<file path="src/rtl/bezp_pkg.sv">
// ----------------------------------------------------------------------------
// bezp_pkg
// shared types, widths and register indexes of the bezier point evaluator
// ----------------------------------------------------------------------------
package bezp_pkg;

  // coordinate and parameter formats
  localparam int COORD_W  = 16;              // signed q8.8
  localparam int T_FRAC   = 16;              // fraction bits of t
  localparam int T_W      = T_FRAC + 1;      // t includes the 1.0 code
  localparam int DIFF_W   = COORD_W + 1;     // b - a
  localparam int PROD_W   = DIFF_W + T_W + 1;
  localparam int SHIFT_W  = PROD_W - T_FRAC; // rounded product
  localparam int SUM_W    = SHIFT_W + 1;     // a + rounded product

  // register file
  localparam int NUM_REGS = 8;
  localparam int IDX_W    = $clog2(NUM_REGS);
  localparam int ADDR_W   = IDX_W + 2;
  localparam int PDATA_W  = 32;

  localparam logic [IDX_W-1:0] REG_START_X = 3'd0;
  localparam logic [IDX_W-1:0] REG_START_Y = 3'd1;
  localparam logic [IDX_W-1:0] REG_CTRL1_X = 3'd2;
  localparam logic [IDX_W-1:0] REG_CTRL1_Y = 3'd3;
  localparam logic [IDX_W-1:0] REG_CTRL2_X = 3'd4;
  localparam logic [IDX_W-1:0] REG_CTRL2_Y = 3'd5;
  localparam logic [IDX_W-1:0] REG_END_X   = 3'd6;
  localparam logic [IDX_W-1:0] REG_END_Y   = 3'd7;

  // pipeline depth: three lerp levels, each a multiply and a round/add stage
  localparam int NUM_STAGES = 6;

  typedef logic signed [COORD_W-1:0] coord_t;
  typedef logic        [T_W-1:0]     param_t;

  // index 0 is x, index 1 is y
  typedef coord_t [1:0] pair_t;

  typedef struct packed {
    pair_t p0;
    pair_t p1;
    pair_t p2;
    pair_t p3;
  } cfg_t;

  // per-lerp stage load enables
  typedef struct packed {
    logic mul;
    logic add;
  } lerp_en_t;

endpackage

</file>
<file path="src/rtl/bezp_lerp.sv">
// ----------------------------------------------------------------------------
// bezp_lerp
// two-stage linear interpolation a + round((b - a) * t), saturated
// ----------------------------------------------------------------------------
module bezp_lerp (
  input  logic               clk_i,
  input  bezp_pkg::lerp_en_t en_i,
  input  bezp_pkg::coord_t   a_i,
  input  bezp_pkg::coord_t   b_i,
  input  bezp_pkg::param_t   t_i,
  output bezp_pkg::coord_t   y_o
);

  localparam logic signed [bezp_pkg::PROD_W-1:0] Half =
    bezp_pkg::PROD_W'(1) <<< (bezp_pkg::T_FRAC - 1);

  logic signed [bezp_pkg::DIFF_W-1:0]  diff;
  logic signed [bezp_pkg::T_W:0]       t_s;
  logic signed [bezp_pkg::PROD_W-1:0]  prod_d, prod_q;
  bezp_pkg::coord_t                    a_q;
  logic signed [bezp_pkg::PROD_W-1:0]  biased;
  logic signed [bezp_pkg::SHIFT_W-1:0] rnd;
  logic signed [bezp_pkg::SUM_W-1:0]   sum;
  logic                                ovf;
  bezp_pkg::coord_t                    y_d, y_q;

  // multiply stage
  assign diff   = $signed({b_i[bezp_pkg::COORD_W-1], b_i})
                - $signed({a_i[bezp_pkg::COORD_W-1], a_i});
  assign t_s    = $signed({1'b0, t_i});
  assign prod_d = bezp_pkg::PROD_W'(diff) * bezp_pkg::PROD_W'(t_s);

  always_ff @(posedge clk_i) begin
    if (en_i.mul) begin
      prod_q <= prod_d;
      a_q    <= a_i;
    end
  end

  // round to nearest, ties up: floor((p + half) / 2^f)
  assign biased = prod_q + Half;
  assign rnd    = biased[bezp_pkg::PROD_W-1:bezp_pkg::T_FRAC];
  assign sum    = $signed({{(bezp_pkg::SUM_W-bezp_pkg::COORD_W){a_q[bezp_pkg::COORD_W-1]}}, a_q})
                + $signed({rnd[bezp_pkg::SHIFT_W-1], rnd});

  // saturate when the bits above the coordinate are not a sign copy
  assign ovf = ~((&sum[bezp_pkg::SUM_W-1:bezp_pkg::COORD_W-1]) |
                 ~(|sum[bezp_pkg::SUM_W-1:bezp_pkg::COORD_W-1]));

  always_comb begin
    if (ovf) begin
      y_d = sum[bezp_pkg::SUM_W-1] ? {1'b1, {(bezp_pkg::COORD_W-1){1'b0}}}
                                   : {1'b0, {(bezp_pkg::COORD_W-1){1'b1}}};
    end else begin
      y_d = sum[bezp_pkg::COORD_W-1:0];
    end
  end

  always_ff @(posedge clk_i) begin
    if (en_i.add) begin
      y_q <= y_d;
    end
  end

  assign y_o = y_q;

endmodule

</file>
<file path="config.mk">
export PLATFORM = sky130hd
export DESIGN_NAME = bezp_lerp
export DESIGN_NICKNAME = d
export VERILOG_FILES = /design/src/rtl/bezp_pkg.sv /design/src/rtl/bezp_lerp.sv
export SDC_FILE = /design/constraint.sdc
export NUM_CORES = 1
export LEC_CHECK = 0
export ABC_CLOCK_PERIOD_IN_PS = 11200
export BUFFER_PORTS_ARGS = -buffer_cell sky130_fd_sc_hd__buf_2
export CAP_MARGIN = 10
export CORE_MARGIN = 2
export CORE_UTILIZATION = 39
export DETAILED_ROUTE_END_ITERATION = 10
export PLACE_DENSITY = 0.6
export SLEW_MARGIN = 20
export SYNTH_ARGS = -nofsm -noshare
export SYNTH_HDL_FRONTEND = slang
export SYNTH_SLANG_ARGS = --single-unit
</file>
<file path="constraint.sdc">
create_clock -name clk_i -period 11.2 [get_ports clk_i]
set_input_delay 0.56 -clock clk_i [delete_from_list [all_inputs] [get_ports clk_i]]
set_output_delay 0.56 -clock clk_i [all_outputs]
set_load 0.005 [all_outputs]
</file>
==> flow_summary_export.csv, run 1 <==
group,metric,value,unit
placement,dp_hpwl,25600,um
sta,finalMaxSlewViolations,0,
die,rows,67,
critical_path,r2r_end,"y_o[4]",
critical_path,worst-path-max-fanout,10,
routing,vias,9796,
clock_network,cts.sinks,52,
die,die_width,189,um
critical_path,startpoint,"b_i[0]",
placement,io_buffers,67,
clock_network,ctsHoldBuffers,0,
synthesis,yosysTopAreaCell,"fa_1",
sta,fin_crit,8.84,ns
critical_path,crit_path_end,"prod_q[28]",
synthesis,synth.cell_area,13400,um^2
synthesis,yosysWarnings,0,
die,design.core.area,33600,um^2
clock_network,clk_latency,0.30,ns
clock_network,clockBufferDepth,2,
critical_path,worst_path_max_delay_cell,"nor2_1",
outcome,outcome,"complete, no violations",
clock_network,clk_root_buffer_cell,"clkbuf_16",
critical_path,endpoint_kind,"flip-flop",
worst_hold_path,hp-class,"primary input to flip-flop",
synthesis,synth_top_cell_area_share,33.7,%
clock_network,postCtsSetupRepairBufs,0,
sta,relSlewSlack,27.9,%
final_layout,drive_above_1_share,7.70,%
critical_path,rr_worst_depth,13,
sta,post-route-period-util,79.0,%
final_layout,fillerInstances,3326,
synthesis,synthFlopType,"edfxtp_1",
die,die_area,35800,um^2
synthesis,yosysMostFrequentCell,"inv_1",
final_layout,area_growth,7.58,%
die,die_y,189,um
routing,drc_errors,0,
critical_path,r2r_start,"prod_q[17]",
clock_network,numCtsBuffers,5,
critical_path,cp_slowest_stage_delay,0.69,ns
sta,fmax,0.113,GHz
sta,tightest_slew,1.08,ns
synthesis,syn_area_per_cell,9.15,um^2
synthesis,async_flop_share,0,%
synthesis,ys_ff_latch,52,
sta,finalSetupTns,0,ns
synthesis,syn-num-nets,1899,
synthesis,synth_cell_types,62,
grt,grt_pass1_wl,52900,um
grt,grt_max_degree,37,
routing,wl_per_cell,15.9,um
grt,grt.overflow.total,0,
synthesis,yosysSeqAreaShare,11.7,%
synthesis,ys_top_cells_by_count,"inv_1 (321), fa_1 (225), nand2_1 (173)",
clock_network,cts.clk_slew.worst_paths,0.07,ns
job,cap_violations,0,
grt,antenna_found_initial,0,
routing,ant_nets,0,
die,start_util,39.8,%
routing,via_per_inst,5.01,
synthesis,synth_area_leaders,"fa_1 (34%), ha_1 (15%), edfxtp_1 (12%), inv_1 (9.0%), nand2_1 (4.9%)",
routing,firstDrtPassIters,5,
grt,grt_pass1_vias,10400,
critical_path,cp-start-kind,"primary input",
sta,hold_violations,0,
synthesis,synth-edff-count,52,
final_layout,antenna_cells,0,
die,io-pin-count,68,
sta,setup_viol_count_final,0,
routing,drt_iter0_markers,438,
critical_path,crit_type,"primary input to flip-flop",
sta,rsz0062_at_grt,"no",
grt,grt_use_total,18.4,%
sta,setup_ws,2.36,ns
synthesis,synth_cells,1462,
placement,place.gp.congestion,0.833,
critical_path,critPathMostFrequentCell,"fa_1",
critical_path,r2r_slack,6.89,ns
final_layout,nNetsFinal,1943,
clock_network,post_cts_resized,0,
placement,place_ws,2.10,ns
sta,skew,0.0116,ns
critical_path,cp.required,11.25,ns
clock_network,htree_num_levels,2,
clock_network,cts_tree,"built",
critical_path,arrival,8.89,ns
routing,postRouteWirelength,31100,um
-- cell type report --
| type | instances | area [um^2] | share of cell area, % |
|---|---|---|---|
| clock inverter | 3 | 42.5 | 0.296 |
| timing repair buffer | 80 | 433 | 3.01 |
| inverter | 321 | 1200 | 8.38 |
| clock buffer | 5 | 125 | 0.870 |
| tap | 448 | 561 | 3.90 |
| multi-input combinational | 1046 | 10500 | 72.7 |
| sequential | 52 | 1560 | 10.9 |
-- layout by cell type, fill, tap and decap left out, types with 20 or more instances in the layout --
master,count
a21oi_1,41
nand2_1,173
nor2b_1,40
o21ai_0,31
and2_1,73
nor2_1,45
nand3_1,23
xnor2_1,38
fa_1,225
edfxtp_1,52
inv_1,321
nand2b_1,20
ha_1,160
buf_2,67
-- worst min path at each step --
stage,to,slack (ns),startpoint,cells past startpoint
after detailed placement,a_q[2],0.76,a_i[2],1
after global routing,a_q[10],0.45,a_i[10],1
after CTS,a_q[13],0.45,a_i[13],1
after global placement,a_q[3],0.75,a_i[3],1
after floorplan,a_q[0],0.66,a_i[0],0
final,a_q[13],0.46,a_i[13],1
-- logic make-up (layout without fill, tap and decap cells) --
| group | after synthesis | in the layout | share of synthesized area (%) |
|---|---|---|---|
| AO/OA/AOI/OAI | 154 | 154 | 8.13 |
| XOR/XNOR | 60 | 60 | 3.93 |
| adder cells (fa/ha/maj) | 385 | 385 | 48.7 |
| buffers and inverters | 364 | 409 | 10.3 |
| flip-flops | 52 | 52 | 11.7 |
| multiplexers | 17 | 17 | 1.36 |
| AND/OR/NAND/NOR | 430 | 430 | 15.9 |
-- sequential cells by signal (all words and copies together) (netlist names) --
register / count
prod_q: 20
a_q: 16
y_o: 16
-- worst max-delay path, delay by kind of cell --
family,cells,cell delay (ns)
AOI/OAI and AO/OA,11,2.83
and+or+nand+nor,5,1.21
adders and majority gates,9,3.70
buffers and inverters,6,0.57
-- metal layers --
layer | global-route usage, % | vias up | wire (um)
met5 | 0 | - | 0
met4 | 2.91 | 0 | 382
met3 | 1.65 | 26 | 1340
met2 | 32.3 | 222 | 15500
met1 | 25.0 | 4895 | 13900
li1 | - | 4653 | -
-- per-stage QoR --
| step | cells | instance area, um^2 | util, % | hold WS, ns |
|---|---|---|---|---|
| global route | 1955 | 14400 | 42.8 | 0.453 |
| finish | 1955 | 14400 | 42.8 | 0.457 |
| CTS | 1955 | 14400 | 42.8 | 0.453 |
| detailed placement | 1947 | 14200 | 42.3 | 0.757 |
| floorplan | 1462 | 13400 | - | 0.659 |
| global placement | 1947 | 14200 | 42.3 | 0.753 |
Power of run 1 is not shown: default switching activity piles up to over one toggle a cycle in this logic, so the estimate is an artifact.
==> run 2, diff against run 1 <==
--- a/config.mk
+++ b/config.mk
@@ -5,13 +5,13 @@
 export SDC_FILE = /design/constraint.sdc
 export NUM_CORES = 1
 export LEC_CHECK = 0
-export ABC_CLOCK_PERIOD_IN_PS = 11200
+export ABC_CLOCK_PERIOD_IN_PS = 7600
 export BUFFER_PORTS_ARGS = -buffer_cell sky130_fd_sc_hd__buf_2
 export CAP_MARGIN = 10
 export CORE_MARGIN = 2
 export CORE_UTILIZATION = 39
 export DETAILED_ROUTE_END_ITERATION = 10
-export PLACE_DENSITY = 0.6
+export PLACE_DENSITY = 0.62
 export SLEW_MARGIN = 20
 export SYNTH_ARGS = -nofsm -noshare
 export SYNTH_HDL_FRONTEND = slang
==> constraint.sdc (replaced) <==
create_clock -name clk_i -period 7.6 [get_ports clk_i]
set_input_delay 0.38 -clock clk_i [delete_from_list [all_inputs] [get_ports clk_i]]
set_output_delay 0.38 -clock clk_i [all_outputs]
set_load 0.005 [all_outputs]
==> run 2 against run 1 <==
Final area increased by 8.2%. First-iteration DRC count decreased by 0.68%. Core utilization increased by 3.5 points. Setup slack got worse by 2.3 ns. Sequential share of layout area decreased by 0.83 points. Non-clock buffer count increased by 94. Count of clock-buffer cells in the layout unchanged. Via count increased by 2.4%. Worst hold slack got worse by 0.17 ns.
==> flow_summary_export.csv, run 2 (synthesized netlist as in run 1, its figures left out) <==
group,metric,value,unit
placement,place.gp.congestion,0.836,
grt,grt_max_degree,37,
grt,antenna_found_initial,0,
die,start_util,39.8,%
grt,grt_pass1_vias,10600,
sta,finalMaxSlewViolations,0,
sta,timing.hold.ws,0.288,ns
final_layout,final_cells,2049,
routing,drt_iter0_markers,435,
final_layout,antenna_cells,0,
die,die_y,189,um
critical_path,path_buf_inv,5,
final_layout,fin_area,15600,um^2
critical_path,cp.required,7.63,ns
clock_network,numCtsBuffers,5,
critical_path,crit_type,"primary input to flip-flop",
routing,vias,10000,
sta,fmax,0.133,GHz
critical_path,crit_path_end,"prod_q[30]",
routing,firstDrtPassIters,7,
critical_path,cp_slowest_stage_delay,0.57,ns
worst_hold_path,hp-start,"a_i[14]",
clock_network,htree_num_levels,2,
grt,grt_pass1_wl,53000,um
sta,fin_crit,7.52,ns
worst_hold_path,hp-class,"primary input to flip-flop",
critical_path,arrival,7.55,ns
die,io-pin-count,68,
clock_network,clockBufferDepth,2,
die,die_area,35800,um^2
sta,tightest_slew,0.962,ns
final_layout,nNetsFinal,2037,
routing,drc_errors,0,
die,design.core.area,33600,um^2
critical_path,r2r_slack,3.38,ns
sta,rsz0062_at_grt,"yes",
placement,dp_cells,2029,
final_layout,fillerInstances,3246,
critical_path,worst-path-stages,28,
final_layout,area_growth,16.4,%
critical_path,r2r_end,"y_o[2]",
clock_network,clk_latency,0.28,ns
critical_path,cp-start-kind,"primary input",
critical_path,worst_path_max_delay_cell,"fa_2",
final_layout,largest_reg_flops,20,
critical_path,startpoint,"a_i[1]",
routing,wl_per_cell,15.4,um
grt,grt_use_total,18.3,%
die,die_width,189,um
critical_path,worst-path-max-fanout,5,
clock_network,cts.clk_slew.worst_paths,0.07,ns
sta,hold_violations,0,
placement,dp_hpwl,26100,um
placement,place_ws,-0.330,ns
sta,setup_ws,0.0811,ns
placement,io_buffers,67,
final_layout,layout_commonest_cell,"inv_1",
critical_path,r2r_start,"prod_q[17]",
final_layout,drive_above_1_share,16.7,%
routing,via_per_inst,4.90,
routing,ant_nets,0,
die,rows,67,
clock_network,cts_tree,"built",
final_layout,regMostFlops,"prod_q",
job,cap_violations,0,
routing,postRouteWirelength,31500,um
grt,grt.overflow.total,0,
critical_path,critPathMostFrequentCell,"fa_1",
sta,skew,0.00659,ns
clock_network,clk_root_buffer_cell,"clkbuf_16",
clock_network,cts.sinks,52,
sta,setup_viol_count_final,0,
outcome,outcome,"complete, no violations",
sta,post-route-period-util,98.9,%
critical_path,rr_worst_depth,13,
critical_path,endpoint_kind,"flip-flop",
placement,dpl_cell_area,14900,um^2
critical_path,critPathTopFamily,"adder cells",
sta,relSlewSlack,35.0,%
final_layout,final_cell_mix,"inv_1 (314), fa_1 (220), nand2_1 (172)",
[run 2: changes by cell type in the layout (fill, tap and decap cells not counted), sizes merged]
cell    previous run  this run
clkbuf             5         7
buf               80       172
[run 2: how the worst min path moves through the flow]
stage / slack (ns) / depth (start not counted) / end
2_1_floorplan: 0.48 / 0 / a_q[0]
3_3_place_gp: 0.59 / 1 / a_q[14]
3_5_place_dp: 0.59 / 1 / a_q[14]
4_1_cts: 0.29 / 1 / a_q[14]
5_1_grt: 0.28 / 1 / a_q[14]
6_report: 0.29 / 1 / a_q[14]
[run 2: metal layers]
layer / global-route usage (%) / vias to the layer above / share of wire (%)
met2: 32.5 / 196 / 50
met1: 24.7 / 4973 / 45
li1: - / 4839 / -
met5: 0 / - / 0
met4: 2.67 / 0 / 0.97
met3: 1.84 / 27 / 4.1
[run 2: through the flow]
| stage | TNS, ns | utilization [%] |
|---|---|---|
| floorplan | -0.000467 | - |
| global placement | -1.60 | 44.4 |
| detailed placement | -2.58 | 44.4 |
| CTS | 0 | 45.0 |
| global route | -0.466 | 46.3 |
| finish | 0 | 46.3 |
[run 2: worst reg2reg max path: cells and delay by family (launching register included)]
| family | cells | cell delay [ns] |
|---|---|---|
| DFF | 1 | 0.40 |
| xor gates and xnor gates | 1 | 0.15 |
| and+or+nand+nor | 7 | 1.29 |
| adders and majority gates | 1 | 0.38 |
| AOI/OAI and AO/OA | 4 | 1.72 |
[run 2: area by class of cell]
class | instances | area [um^2] | share of cell area, %
Multi-Input combinational cell | 1046 | 10800 | 69.4
Sequential cell | 52 | 1560 | 10.0
Timing Repair Buffer | 174 | 1260 | 8.12
Inverter | 321 | 1210 | 7.77
Tap cell | 448 | 561 | 3.60
Clock buffer | 5 | 125 | 0.804
Clock inverter | 3 | 42.5 | 0.273
[run 2: repair_timing]
action,in CTS,in global routing
pin swaps,0,45
setup endpoints to repair,3,13
gates cloned,0,1
gates resized for setup,6,76
hold buffers,0,0
setup buffers,0,11
Power of run 2 is left out for the same reason.
