## src/rtl/bezp_pkg.sv

```systemverilog
// ----------------------------------------------------------------------------
// bezp_pkg
// shared types, widths and register indexes of the bezier point evaluator
// ----------------------------------------------------------------------------
package bezp_pkg;

  // coordinate and parameter formats
  localparam int COORD_W  = 16;              // signed q8.8
  localparam int T_FRAC   = 16;              // fraction bits of t
  localparam int T_W      = T_FRAC + 1;      // t includes the 1.0 code
  localparam int DIFF_W   = COORD_W + 1;     // b - a
  localparam int PROD_W   = DIFF_W + T_W + 1;
  localparam int SHIFT_W  = PROD_W - T_FRAC; // rounded product
  localparam int SUM_W    = SHIFT_W + 1;     // a + rounded product

  // register file
  localparam int NUM_REGS = 8;
  localparam int IDX_W    = $clog2(NUM_REGS);
  localparam int ADDR_W   = IDX_W + 2;
  localparam int PDATA_W  = 32;

  localparam logic [IDX_W-1:0] REG_START_X = 3'd0;
  localparam logic [IDX_W-1:0] REG_START_Y = 3'd1;
  localparam logic [IDX_W-1:0] REG_CTRL1_X = 3'd2;
  localparam logic [IDX_W-1:0] REG_CTRL1_Y = 3'd3;
  localparam logic [IDX_W-1:0] REG_CTRL2_X = 3'd4;
  localparam logic [IDX_W-1:0] REG_CTRL2_Y = 3'd5;
  localparam logic [IDX_W-1:0] REG_END_X   = 3'd6;
  localparam logic [IDX_W-1:0] REG_END_Y   = 3'd7;

  // pipeline depth: three lerp levels, each a multiply and a round/add stage
  localparam int NUM_STAGES = 6;

  typedef logic signed [COORD_W-1:0] coord_t;
  typedef logic        [T_W-1:0]     param_t;

  // index 0 is x, index 1 is y
  typedef coord_t [1:0] pair_t;

  typedef struct packed {
    pair_t p0;
    pair_t p1;
    pair_t p2;
    pair_t p3;
  } cfg_t;

  // per-lerp stage load enables
  typedef struct packed {
    logic mul;
    logic add;
  } lerp_en_t;

endpackage

```

## src/rtl/bezp_regs.sv

```systemverilog
// ----------------------------------------------------------------------------
// bezp_regs
// apb register file holding the four curve points
// ----------------------------------------------------------------------------
module bezp_regs (
  input  logic                           clk_i,
  input  logic                           rst_ni,
  input  logic                           psel,
  input  logic                           penable,
  input  logic                           pwrite,
  input  logic [bezp_pkg::ADDR_W-1:0]    paddr,
  input  logic [bezp_pkg::PDATA_W-1:0]   pwdata,
  output logic [bezp_pkg::PDATA_W-1:0]   prdata,
  output logic                           pready,
  output bezp_pkg::cfg_t                 cfg_o
);

  bezp_pkg::coord_t                 regs_q [bezp_pkg::NUM_REGS];
  logic [bezp_pkg::IDX_W-1:0]       idx;
  logic                             wr_en;

  assign idx    = paddr[bezp_pkg::ADDR_W-1:2];
  assign wr_en  = psel & penable & pwrite;
  assign pready = 1'b1;

  always_ff @(posedge clk_i or negedge rst_ni) begin
    if (!rst_ni) begin
      for (int i = 0; i < bezp_pkg::NUM_REGS; i++) begin
        regs_q[i] <= '0;
      end
    end else if (wr_en) begin
      regs_q[idx] <= pwdata[bezp_pkg::COORD_W-1:0];
    end
  end

  // bits above the coordinate read as zero
  assign prdata = {{(bezp_pkg::PDATA_W-bezp_pkg::COORD_W){1'b0}}, regs_q[idx]};

  assign cfg_o.p0[0] = regs_q[bezp_pkg::REG_START_X];
  assign cfg_o.p0[1] = regs_q[bezp_pkg::REG_START_Y];
  assign cfg_o.p1[0] = regs_q[bezp_pkg::REG_CTRL1_X];
  assign cfg_o.p1[1] = regs_q[bezp_pkg::REG_CTRL1_Y];
  assign cfg_o.p2[0] = regs_q[bezp_pkg::REG_CTRL2_X];
  assign cfg_o.p2[1] = regs_q[bezp_pkg::REG_CTRL2_Y];
  assign cfg_o.p3[0] = regs_q[bezp_pkg::REG_END_X];
  assign cfg_o.p3[1] = regs_q[bezp_pkg::REG_END_Y];

endmodule

```

## config.mk

```make
export PLATFORM = sky130hd
export DESIGN_NAME = bezp_regs
export DESIGN_NICKNAME = d
export VERILOG_FILES = /design/src/rtl/bezp_pkg.sv /design/src/rtl/bezp_regs.sv
export SDC_FILE = /design/constraint.sdc
export NUM_CORES = 1
export LEC_CHECK = 0
export BUFFER_PORTS_ARGS = -buffer_cell sky130_fd_sc_hd__buf_2
export CORE_MARGIN = 10
export CORE_UTILIZATION = 40
export DETAILED_ROUTE_END_ITERATION = 10
export PLACE_DENSITY = 0.65
export SKIP_CTS_REPAIR_TIMING = 1
export SLEW_MARGIN = 20
export SYNTH_ARGS = -nofsm -noshare
export SYNTH_HDL_FRONTEND = slang
export SYNTH_SLANG_ARGS = --single-unit
export TNS_END_PERCENT = 20
```

## constraint.sdc

```tcl
create_clock -name clk_i -period 2.96 [get_ports clk_i]
set_input_delay 0 -clock clk_i [delete_from_list [all_inputs] [get_ports clk_i]]
set_output_delay 0 -clock clk_i [all_outputs]
set_load 0.05 [all_outputs]
```

==> run_results.csv, run 1 <==
group,metric,value,unit
synth,post-synth-top-area-cell,"sky130_fd_sc_hd__dfrtp_1",
timing,total_setup_violations_reported_at_the_end_of_the_flow,0,
synth,synth.most_common_cell,"sky130_fd_sc_hd__mux2_2",
synth,synth-edff-count,0,
global_routing,grt_max_degree,129,
pwr,power.share.switching,41.3,%
synth,synth_flop_cell,"sky130_fd_sc_hd__dfrtp_1",
critical_path,worst-r2r-cell-count,1,
critical_path,critical-path-top-cell-by-count,"sky130_fd_sc_hd__buf_2",
timing,setup_tns,0,ps
floorplanning,die_y,142,um
floorplanning,placement_rows,44,
final_layout,fraction_of_final_layout_cells_with_drive_strength_greater_than_1,68.6,%
synth,post_synthesis_share_of_cell_area_spent_on_xor_and_xnor_gates,0,%
critical_path,critPathRequiredTime,2960,ps
clock_tree,tritoncts,"yes",
clock_tree,clock_sink_count,128,
global_routing,grt_first_pass_wirelength,25300,um
critical_path,arrival,1840,ps
timing,report.final.hold_viol_count,0,
synth,syn-instance-count,362,
clock_tree,root_buffer,"sky130_fd_sc_hd__clkbuf_16",
drt,detailedRoute.firstIterationViolations,139,
final_layout,layout-area-overhead-vs-synth,28.4,%
flow_run,timing.max_cap.violations,0,
critical_path,type_of_the_setup_path_with_the_least_slack,"primary input to output port",
pwr,p_per_area,913,nW/um^2
drt,final_antenna_net_count,0,
critical_path,critical_path.startpoint_type,"primary input",
final_layout,finish.instance_area,7680,um^2
run_status,outcome,"finished clean",
final_layout,antenna_diode_count,0,
place,detailed_place_hpwl,11500,um
final_layout,nNetsFinal,597,
clock_tree,cts.reportedPaths.clkPinSlew,50,ps
drt,drtPass1Iterations,4,
pwr,static-leakage-power,3.77,nW
floorplanning,initial_utilization,41.0,%
synth,synth-seq-cells,128,
place,numPortBuffers,167,
synth,netlist_top_cells_count,"sky130_fd_sc_hd__mux2_2, sky130_fd_sc_hd__dfrtp_1, sky130_fd_sc_hd__mux4_2",
timing,post-route-period-util,62.3,%
global_routing,gr-usage-all-layers,16.3,%
synth,synth_top_cells_by_area,"sky130_fd_sc_hd__dfrtp_1, sky130_fd_sc_hd__mux2_2, sky130_fd_sc_hd__mux4_2, sky130_fd_sc_hd__buf_4, sky130_fd_sc_hd__nor2_4",
critical_path,slowest_stage,"sky130_fd_sc_hd__buf_2",
drt,routed-via-count,3866,
place,gp_congestion,0.768,
timing,worst-slew-pin-transition,783,ps
drt,detail_route.wirelength,16800,um
place,placedCellCount,703,
critical_path,crit_path_start,"paddr[3]",
synth,post_synth_fa_ha_maj_area_fraction,0,%
critical_path,timing.critical_path.buf_inv,3,
floorplanning,die-area,20200,um^2
critical_path,cp_cell_sequence,"buf_2, buf_4, mux4_2, mux2_2, buf_2",
final_layout,post_layout_nonfiller_instances,750,
global_routing,first_global_vias,4293,
synth,synthMuxAreaShare,38.6,%
synth,synth-seq-area-share,53.6,%
critical_path,critical_path.reg2reg.startpoint,"cfg_o[62]$_DFFE_PN0P_",
timing,max-slew-margin-rel,47.8,%
clock_tree,worstSkewPairLatency,400,ps
synth,async_reset_ff_share,100,%
critical_path,biggest_cell_delay_along_the_critical_path,530,ps
global_routing,grt_antenna_before_repair,0,
pwr,internal-power,4.11,mW
floorplanning,coreArea,14600,um^2
critical_path,timing.critical_path.fanout_max,22,
timing,fmax,542,MHz
worst_hold_path,hp-start,"pwrite",
timing,worst_hold_slack,229,ps
place,detailed_place.area,6940,um^2
critical_path,worstSetupEndpoint,"prdata[11]",
critical_path,timing.critical_path.depth,5,
pwr,share_comb_of_total_power,38.0,%
critical_path,critical_r2r_capture,"cfg_o[62]$_DFFE_PN0P_",
floorplanning,fp.dieW,142,um
timing,drv_slew,0,
timing,fin_skew,0,ps
global_routing,grt_remaining_overflow,0,
pwr,net-switching-power,2.89,mW
synth,yosys_warnings,0,
clock_tree,htree_num_levels,4,
pwr,clkPwrFrac,28.4,%
timing,final.min_clock_period,1840,ps
synth,synthSimpleGateAreaFrac,2.78,%
synth,avgSynthCellArea,16.5,um^2
floorplanning,num_io_pins,203,
final_layout,fillerInstances,1223,
pwr,ir_worst_vdd,0.000516,V
synth,synth_area,5980,um^2
synth,synth_cell_types,26,
drt,remaining_drc_errors,0,
clock_tree,cts_made_buffers,17,
final_layout,multi_input_area,2570,um^2
synth,compound_gate_portion_of_the_synthesized_area,0.523,%
critical_path,crit_path_end_kind,"output port",
clock_tree,clockBufferDepth,2,
synth,synth_top_family_by_area,"multiplexers",
final_layout,largest_register_ffs,128,
timing,grt_setup_unrepaired,"no",
critical_path,r2r_slack,2160,ps
drt,post_drt_wl_per_cell,22.4,um
critical_path,crit_family,"buffers and inverters",
synth,synth_top_area_share,53.6,%
worst_hold_path,worstHoldPathType,"primary input to flip-flop",
final_layout,seqCellArea,3200,um^2
pwr,power.share.sequential,33.7,%
drt,routed_via_density,5.15,
cells by family after synthesis:
| kind of cell | count (synthesis) |
|---|---|
| buffers and inverters | 37 |
| and+or+nand+nor | 16 |
| DFF | 128 |
| muxes | 175 |
| AOI/OAI and AO/OA | 4 |
| other | 2 |
area by class of cell:
class | instances | share of cell area (%)
clock inverters | 5 | 0.685
clock buffers | 25 | 6.72
repair buffers | 195 | 14.4
inverters | 1 | 0.0489
well taps | 184 | 3.00
flip-flops and latches | 128 | 41.7
multi-input cells | 212 | 33.4
through the flow:
stage / utilization (%) / total power, mW / setup WS [ps]
after floorplan: - / 4.38 / 1370
after global placement: 47.6 / 5.01 / 873
after detailed placement: 47.6 / 5.06 / 824
after CTS: 51.4 / 7.07 / 1110
after global routing: 52.6 / 7.29 / 1050
final: 52.6 / 7.01 / 1120
metal layers:
metal / GRT usage (%) / vias up / part of all wire [%]
li1: - / 1707 / -
met1: 21.0 / 1990 / 44
met4: 4.25 / 0 / 0.78
met5: 0 / - / 0
met3: 7.31 / 13 / 10
met2: 24.5 / 156 / 45
layout by cell type (no fill, tap or decap):
cell type / synthesis / layout
sky130_fd_sc_hd__buf_2: 5 / 166
sky130_fd_sc_hd__mux2_2: 142 / 142
sky130_fd_sc_hd__dfrtp_1: 128 / 128
sky130_fd_sc_hd__mux4_2: 30 / 30
sky130_fd_sc_hd__conb_1: 2 / 17
sky130_fd_sc_hd__clkbuf_16: 0 / 17
sky130_fd_sc_hd__dlygate4sd3_1: 0 / 17
sky130_fd_sc_hd__buf_4: 27 / 11
sky130_fd_sc_hd__clkbuf_8: 0 / 6
sky130_fd_sc_hd__nor2_2: 3 / 3
sky130_fd_sc_hd__nor2_4: 3 / 3
sky130_fd_sc_hd__clkinv_2: 0 / 3
sky130_fd_sc_hd__mux2i_1: 2 / 2
sky130_fd_sc_hd__nand2b_1: 2 / 2
sky130_fd_sc_hd__nor3_4: 2 / 2
sky130_fd_sc_hd__clkbuf_1: 0 / 2
sky130_fd_sc_hd__and2_1: 1 / 1
sky130_fd_sc_hd__nor2_1: 1 / 1
sky130_fd_sc_hd__a22oi_1: 1 / 1
sky130_fd_sc_hd__inv_1: 1 / 1
sky130_fd_sc_hd__o32a_1: 1 / 1
sky130_fd_sc_hd__nor4bb_1: 1 / 1
sky130_fd_sc_hd__a31oi_1: 1 / 1
sky130_fd_sc_hd__o211ai_1: 1 / 1
sky130_fd_sc_hd__nand4b_4: 1 / 1
sky130_fd_sc_hd__nand4_4: 1 / 1
sky130_fd_sc_hd__nand2_1: 1 / 1
sky130_fd_sc_hd__mux2_1: 1 / 1
sky130_fd_sc_hd__bufinv_16: 0 / 1
sky130_fd_sc_hd__clkinvlp_4: 0 / 1
sky130_fd_sc_hd__buf_12: 0 / 1
power by group through the flow:
stage                     clock network, mW  registers [mW]  logic, mW
after floorplan                           0            3.55      0.834
after global placement                    0            2.36       2.65
after detailed placement                  0            2.39       2.67
after CTS                              2.03            2.36       2.68
after global routing                   2.10            2.41       2.78
final                                  1.99            2.36       2.66
worst min path at each step:
stage / cells after the start / end / slack, ps
final: 4 / cfg_o[75]$_DFFE_PN0P_ / 230
after global routing: 4 / cfg_o[113]$_DFFE_PN0P_ / 230
after CTS: 2 / cfg_o[88]$_DFFE_PN0P_ / -270
after detailed placement: 2 / cfg_o[104]$_DFFE_PN0P_ / 170
after global placement: 2 / cfg_o[40]$_DFFE_PN0P_ / 160
after floorplan: 0 / cfg_o[0]$_DFFE_PN0P_ / -300
No activity file was read; power rests on OpenSTA's default activity.
==> run 2, diff against run 1 <==
==> constraint.sdc (replaced) <==
create_clock -name clk_i -period 1.7 [get_ports clk_i]
set_input_delay 0 -clock clk_i [delete_from_list [all_inputs] [get_ports clk_i]]
set_output_delay 0 -clock clk_i [all_outputs]
set_load 0.05 [all_outputs]
==> run 2 against run 1 <==
Net effect: largest cell class unchanged; register-to-register slack got worse by 1400 ps; highest routed layer unchanged; via count grew 5.9%; worst hold slack worse by 98 ps; sequential share of layout area fell by 2.2 points; final cell count up 3.9%; combinational power grew 84%; worst setup slack worse by 1200 ps; clock power rose by 95%; flip-flop and latch count unchanged; first-iteration DRC count grew 32%; the run now ends with setup timing left.
==> run_results.csv, run 2 (synthesized netlist as in run 1, its figures left out) <==
group,metric,value,unit
run_status,outcome,"finished, violations left",
run_status,violations_in_the_final_reports,"setup timing",
final_layout,nNetsFinal,624,
timing,fin_skew,0,ps
critical_path,critical_path.startpoint_type,"flip-flop",
clock_tree,worstSkewPairLatency,420,ps
timing,report.final.hold_viol_count,0,
critical_path,arrival,1750,ps
clock_tree,clockBufferDepth,2,
pwr,static-leakage-power,3.99,nW
pwr,design_power_total,12.9,mW
critical_path,slowest_stage,"sky130_fd_sc_hd__mux4_2",
timing,post-route-period-util,103,%
floorplanning,placement_rows,44,
drt,remaining_drc_errors,0,
final_layout,largest_register_ffs,128,
global_routing,grt_antenna_before_repair,0,
clock_tree,cts.reportedPaths.clkPinSlew,60,ps
global_routing,grt_first_pass_wirelength,26300,um
worst_hold_path,worstHoldPathType,"primary input to asynchronous set/reset pin",
clock_tree,clock_sink_count,128,
drt,routed_via_density,5.25,
timing,drv_slew,0,
final_layout,layout-area-overhead-vs-synth,35.5,%
critical_path,type_of_the_setup_path_with_the_least_slack,"flip-flop to output port",
timing,total_setup_violations_reported_at_the_end_of_the_flow,15,
global_routing,first_global_vias,4429,
drt,final_antenna_net_count,0,
drt,detail_route.wirelength,17200,um
clock_tree,htree_num_levels,4,
floorplanning,fp.dieW,142,um
place,gp_congestion,0.814,
drt,detailedRoute.firstIterationViolations,183,
drt,drtPass1Iterations,4,
final_layout,antenna_diode_count,0,
critical_path,timing.critical_path.fanout_max,3,
floorplanning,die_y,142,um
final_layout,fillerInstances,1195,
floorplanning,coreArea,14600,um^2
pwr,p_per_area,1590,nW/um^2
timing,post-route-worst-setup-slack,-49.4,ps
place,detailed_place_hpwl,12400,um
flow_run,timing.max_cap.violations,0,
floorplanning,num_io_pins,203,
clock_tree,cts_made_buffers,17,
critical_path,crit_path_end_kind,"output port",
timing,fmax,572,MHz
floorplanning,die-area,20200,um^2
drt,routed-via-count,4093,
final_layout,mostFrequentLayoutCells,"sky130_fd_sc_hd__buf_2, sky130_fd_sc_hd__mux2_2, sky130_fd_sc_hd__dfrtp_1",
critical_path,cp_cell_sequence,"mux4_2, mux2_2, buf_2",
pwr,ir_worst_vdd,0.00125,V
final_layout,final_core_util,55.5,%
critical_path,critPathRequiredTime,1700,ps
critical_path,biggest_cell_delay_along_the_critical_path,440,ps
drt,post_drt_wl_per_cell,22.1,um
timing,setup_tns,-471,ps
critical_path,worst-r2r-cell-count,2,
timing,grt_setup_unrepaired,"yes",
global_routing,grt_remaining_overflow,0,
global_routing,gr-usage-all-layers,17.0,%
final_layout,fraction_of_final_layout_cells_with_drive_strength_greater_than_1,70.4,%
timing,final.min_clock_period,1750,ps
place,numPortBuffers,167,
clock_tree,root_buffer,"sky130_fd_sc_hd__clkbuf_16",
final_layout,mostFrequentLayoutCell,"sky130_fd_sc_hd__buf_2",
floorplanning,initial_utilization,41.0,%
clock_tree,tritoncts,"yes",
global_routing,grt_max_degree,70,
[run 2: cell types whose count changed in the layout (fill, tap and decap cells not counted), sizes merged]
cell / delta
clkinv: +3
clkinvlp: +1
buf: +26
clkbuf: -5
bufinv: +3
inv: +1
[run 2: path summary, 6_finish.rpt]
kind | startpoint | to | slack, ps
min in group clk_i | paddr[4] | cfg_o[114]$_DFFE_PN0P_ | 280
hold reg to reg | cfg_o[10]$_DFFE_PN0P_ | cfg_o[10]$_DFFE_PN0P_ | 530
setup / recovery | cfg_o[57]$_DFFE_PN0P_ | prdata[9] | -50
hold / removal | rst_ni | cfg_o[40]$_DFFE_PN0P_ | 130
setup reg to reg | cfg_o[85]$_DFFE_PN0P_ | cfg_o[85]$_DFFE_PN0P_ | 800
max in group asynchronous | rst_ni | cfg_o[3]$_DFFE_PN0P_ | 1230
[run 2: layout make-up]
cell class	count	area [um^2]	area share, %
clock inverters	13	185	2.29
clock buffers	19	453	5.59
inverters	1	3.75	0.0463
flip-flops and latches	128	3200	39.5
well taps	184	230	2.84
multi-input cells	212	2590	31.9
repair buffers	222	1440	17.8
[run 2: metrics by stage]
step           cells  worst slack (ps)  hold slack (ps)  area [um^2]
2_1_floorplan    377               106             -296         6030
3_3_place_gp     719               155             37.9         7100
3_5_place_dp     719               142             40.1         7100
4_1_cts          751              -122             -405         7730
5_1_grt          779             -92.5              174         8100
6_report         779             -49.4              131         8100
[run 2: power by group]
| group | switching [mW] | internal, mW | leakage [nW] | total, mW |
|---|---|---|---|---|
| logic | 3.39 | 1.50 | 2.05 | 4.89 |
| registers | 0.477 | 3.65 | 1.64 | 4.13 |
| clock network | 1.36 | 2.53 | 0.309 | 3.89 |
| total | 5.23 | 7.68 | 3.99 | 12.9 |
[run 2: metal layers]
layer	global-route usage, %	up-vias	wire, um
li1	-	1761	-
met1	22.2	2147	7430
met2	25.1	171	7710
met3	7.61	14	1940
met4	4.46	0	158
met5	0	-	0
[run 2: worst max-delay path, delay by kind of cell, from the launching register on]
family                 cells  cell delay [ps]
buffers and inverters      1              210
flip-flops                 1              400
multiplexers               2              710
